==> src/sv/svt_pkg.sv <==
// shared types, constants and sine table function for the steering vector tone generator
package svt_pkg;

   localparam int PHASE_W   = 32;
   localparam int IDX_W     = 6;
   localparam int SAMPLE_W  = 16;
   localparam int MAG_W     = 15;
   localparam int START_W   = 48;
   localparam int STEP_W    = 40;
   localparam int COUNT_W   = 7;
   localparam int FREQ_W    = 32;
   localparam int CSR_W     = 48;
   localparam int CSR_IDX_W = 2;
   localparam int QUEUE_DEPTH = 2;

   localparam logic [CSR_IDX_W-1:0] CSR_START_TIME = 2'd0;
   localparam logic [CSR_IDX_W-1:0] CSR_TIME_STEP  = 2'd1;
   localparam logic [CSR_IDX_W-1:0] CSR_NUM_STEPS  = 2'd2;

   localparam logic [START_W-1:0] START_TIME_RESET = 48'd0;
   localparam logic [STEP_W-1:0]  TIME_STEP_RESET  = 40'd1;
   localparam logic [COUNT_W-1:0] NUM_STEPS_RESET  = 7'd64;

   localparam longint unsigned HALF_PI_Q30 = 64'd1686629713;

   typedef struct packed {
      logic [PHASE_W-1:0] phase;
      logic [PHASE_W-1:0] inc;
      logic [IDX_W-1:0]   last_idx;
      logic               fin;
   } job_type;

   // quarter-wave sine entry, taylor series in q30 with truncation at each step
   function automatic logic [MAG_W-1:0] quarter_sine(input int unsigned k,
                                                     input int unsigned abits);
      longint unsigned x;
      longint unsigned term;
      longint unsigned r;
      longint          sum;
      x = (HALF_PI_Q30 * 64'(k)) >> abits;
      term = x;
      sum = longint'(x);
      for (int i = 1; i <= 9; i++) begin
         term = (((term * x) >> 30) * x) >> 30;
         unique case (i)
            1: term = term / 64'd6;
            2: term = term / 64'd20;
            3: term = term / 64'd42;
            4: term = term / 64'd72;
            5: term = term / 64'd110;
            6: term = term / 64'd156;
            7: term = term / 64'd210;
            8: term = term / 64'd272;
            default: term = term / 64'd342;
         endcase
         if ((i & 1) != 0) begin
            sum = sum - longint'(term);
         end else begin
            sum = sum + longint'(term);
         end
      end
      if (sum < 0) begin
         sum = 0;
      end
      r = (longint'(unsigned'(sum)) + 64'd16384) >> 15;
      if (r > 64'd32767) begin
         r = 64'd32767;
      end
      return r[MAG_W-1:0];
   endfunction

endpackage

==> src/sv/svt_queue.sv <==
// short job queue between front and back end
module svt_queue (
   input  logic              clock,
   input  logic              reset,
   input  logic              in_valid,
   output logic              in_ready,
   input  svt_pkg::job_type  in_job,
   output logic              out_valid,
   input  logic              out_ready,
   output svt_pkg::job_type  out_job
);
   import svt_pkg::*;

   localparam int PTR_W = $clog2(QUEUE_DEPTH);
   localparam int CNT_W = $clog2(QUEUE_DEPTH + 1);

   job_type ent_ff [QUEUE_DEPTH];
   logic [PTR_W-1:0] wr_ptr_ff, rd_ptr_ff;
   logic [CNT_W-1:0] count_ff;
   logic push, pop;

   assign in_ready  = count_ff != CNT_W'(QUEUE_DEPTH);
   assign out_valid = count_ff != '0;
   assign push = in_valid && in_ready;
   assign pop  = out_valid && out_ready;
   assign out_job = ent_ff[rd_ptr_ff];

   always_ff @(posedge clock) begin
      if (reset) begin
         wr_ptr_ff <= '0;
         rd_ptr_ff <= '0;
         count_ff  <= '0;
      end else begin
         if (push) begin
            wr_ptr_ff <= (wr_ptr_ff == PTR_W'(QUEUE_DEPTH - 1)) ? '0 : wr_ptr_ff + PTR_W'(1);
         end
         if (pop) begin
            rd_ptr_ff <= (rd_ptr_ff == PTR_W'(QUEUE_DEPTH - 1)) ? '0 : rd_ptr_ff + PTR_W'(1);
         end
         unique case ({push, pop})
            2'b10:   count_ff <= count_ff + CNT_W'(1);
            2'b01:   count_ff <= count_ff - CNT_W'(1);
            default: count_ff <= count_ff;
         endcase
      end
   end

   always_ff @(posedge clock) begin
      if (push) begin
         ent_ff[wr_ptr_ff] <= in_job;
      end
   end

   a_count_bound: assert property (@(posedge clock) disable iff (reset)
      count_ff <= CNT_W'(QUEUE_DEPTH))
      else $error("queue count beyond depth");

   a_push_counts: assert property (@(posedge clock) disable iff (reset)
      (push && !pop) |=> (count_ff == $past(count_ff) + CNT_W'(1)))
      else $error("queue count missed a push");

   a_pop_nonempty: assert property (@(posedge clock) disable iff (reset)
      pop |-> (count_ff != '0))
      else $error("pop from empty queue");

endmodule

==> config.mk <==
export PLATFORM = sky130hd
export DESIGN_NAME = svt_queue
export DESIGN_NICKNAME = d
export VERILOG_FILES = /design/src/sv/svt_pkg.sv /design/src/sv/svt_queue.sv
export SDC_FILE = /design/constraint.sdc
export NUM_CORES = 1
export LEC_CHECK = 0
export BUFFER_PORTS_ARGS = -buffer_cell sky130_fd_sc_hd__buf_2
export CAP_MARGIN = 10
export CORE_AREA = 2 2 102 104
export CTS_BUF_LIST = sky130_fd_sc_hd__clkbuf_4
export DETAILED_ROUTE_END_ITERATION = 6
export DIE_AREA = 0 0 104 106
export MAX_ROUTING_LAYER = met4
export PLACE_DENSITY = 0.82
export SLEW_MARGIN = 20
export SYNTH_ARGS = -nofsm -noshare
export SYNTH_HDL_FRONTEND = slang
export SYNTH_SLANG_ARGS = --single-unit
export TNS_END_PERCENT = 50
==> constraint.sdc <==
create_clock -name clock -period 7.75 [get_ports clock]
set_clock_uncertainty 0.2 [all_clocks]
set_input_delay 0.775 -clock clock [delete_from_list [all_inputs] [get_ports clock]]
set_output_delay 0.775 -clock clock [all_outputs]
set_load 0.05 [all_outputs]
==> run metrics <==
Max Fclk=317 MHz; Remaining Overflow, GRT=0; H-tree levels=4; mux cell area share after synthesis=15.0%; Rows=37; Clock Tree Root=clkbuf_4; final non-filler cell total=553; ANT cells=0; post-layout min period=3.16 ns; Power per Cell Area=376 nW/um^2; remaining design rule violation count=0; postcts setup bufs=0; Reg clk slew, reported paths=0.12 ns; via count=~2,700; final hold viol count=0; Slew Limit Fails=0; Synth Area in Compound Gates=0.611%; Die Footprint=11,000 sq um; TritonCTS clock tree=done; Area Growth Syn to Fin=21.8%; Slew @ Worst Pin=0.989 ns; Yosys warning count=0; cts repair resizes=0; Wirelength per Cell=approximately 16 um; post-synthesis cell count=about 250; nets=480; layout cell share with drive strength beyond 1=61.2%; Syn Area/Cell=21.7 sq um; min-delay worst type=in -> reg; VDD IR max=0.251 mV; Vias/cell=4.97; Seq/Total Area, Yosys=81.9%; top-count cell post-synth=edfxtp_1; adder-cell share of the synthesized area=0.235%; dpl cells=around 520; Syn Std Cell Area=between 5000 and 6000 sq um; critical path class=reg -> out; first-pass detailed-route iteration total=4; crit path DAT=approximately 2.2 ns; Hold-fix buffers, CTS=0; Post-DP Area=a little over 6000 sq um; antenna violations before repair=0; Synth top cells by count=142 x edfxtp_1, 71 x mux2_2, 8 x buf_2; largest family of logic cells by synthesized area=multiplexers; Max clock buf depth=2; max-cap violations=0; leading area contributor after synthesis=edfxtp_1; Top Metal Used=met4; RSZ-0062 raised after global routing=no; Routed WL=8.59 mm; Die Y=106 um; crit path max fanout=71; simple-gate share of the synthesized area=0.893%; wl on met1=between 3 and 4 mm; WP data required=6.78 ns; Primary FF master, synth=edfxtp_1; Post-synth EDFFs=142; count of input and output buffers=147; Leakage=between 2 and 2.5 nW; relative slew slack=34.0%; critical path capture point type=output pin; wire length of the first global-routing pass=13.4 mm; status=complete, no violations; synth top area cells=edfxtp_1 80%, mux2_2 15%, dfxtp_1 1.9%; post-synthesis register bit count=147; final instance area=6480 sq um; worst skew pair latency=around 0.5 ns; WL met3=roughly 540 um; Die Wd=104 um; starting DRC count in detailed routing=about 120; I/O pins=148; Total Negative Setup Slacks=0 ns; top cell type's share of synthesized area=80.1%; Initial Util=a little over half; TritonCTS Sinks=147; synth unique cells=19; largest net degree at the start of global routing=72; Post-DP HPWL=approximately 5.4 mm; ys async rst share=0%; vias in the first global route=about 2,900; Total GRT Usage=16.5%; post-synthesis net count=321; Final Setup Violations=0; XOR/XNOR Fraction of Synth Area=0.493%; CTS buffer count=17; final antenna-violating net count=0; Worst Setup Start Kind=register; final worst-path cycle share=40.7%; area of the core=10000 sq um; met2 wire len=4.46 mm; placer's final routability congestion estimate=0.688
metrics by stage:
step | util, % | hold slack (ns) | worst slack, ns | power (mW)
global route | 64.9 | 0.198 | 4.45 | 2.54
CTS | 64.9 | 0.193 | 4.52 | 2.46
finish | 64.9 | 0.244 | 4.59 | 2.44
global placement | 62.1 | 0.293 | 5.03 | 2.00
floorplan | - | 0.274 | 4.40 | 1.82
detailed placement | 62.1 | 0.307 | 4.98 | 2.02
layout by cell type, fill, tap and decap left out, types with 2 or more instances in the layout:
cell type,count
clkinv_4,4
nor2_1,3
edfxtp_1,142
clkinv_2,4
bufinv_16,2
xnor2_1,2
mux2_2,71
buf_2,147
clkbuf_4,18
clkinvlp_4,3
a21oi_1,2
dfxtp_1,4
worst paths after layout:
check / startpoint / end / slack [ns] / cells past startpoint
setup / recovery: register / out_job[33] / 4.59 / 2
hold / removal: in_job[15] / ent_ff[1][15] / 0.24 / 1
setup reg to reg: count_ff[0] / ent_ff[0][63] / 5.19 / 4
hold reg to reg: rd_ptr_ff / rd_ptr_ff / 0.33 / 2
worst max-delay path, stage by stage (launching register included):
cell and delay [ns]:
dfxtp_4 0.98, mux2_2 0.44, buf_2 0.22
registers in the layout, indices dropped and copies added (netlist names), named ones only:
name and flops:
wr_ptr_ff 1, rd_ptr_ff 1, count_ff 2, ent_ff 142
layer usage:
metal | GRT usage (%) | up-vias
met3 | 4.90 | 13
met1 | 18.5 | 1348
met4 | 8.11 | 0
met5 | - | -
met2 | 27.4 | 98
li1 | - | 1290
layout make-up:
| class | instances | area [sq um] |
|---|---|---|
| sequential | 147 | 4370 |
| fill | 734 | 3510 |
| multi-input combinational | 89 | 923 |
| timing repair buffer | 148 | 743 |
| tap | 136 | 170 |
| clock inverter | 14 | 141 |
| clock buffer | 18 | 135 |
| inverter | 1 | 3.75 |
power by group:
part / internal [mW] / switching, mW / total, mW / leakage (nW)
Sequential: 1.00 / 0.0812 / 1.08 / 1.37
Clock: 0.193 / 0.254 / 0.447 / 0.145
Combinational: 0.259 / 0.647 / 0.906 / 0.894
Total: 1.46 / 0.982 / 2.44 / 2.41
cells by family after synthesis:
logic type | after synthesis
flip-flops | 147
AND/OR/NAND/NOR | 9
buffers and inverters | 9
adder cells (fa/ha/maj) | 1
XOR/XNOR | 3
multiplexers | 71
AO/OA/AOI/OAI | 5
No activity file was read; power rests on OpenSTA's default activity.
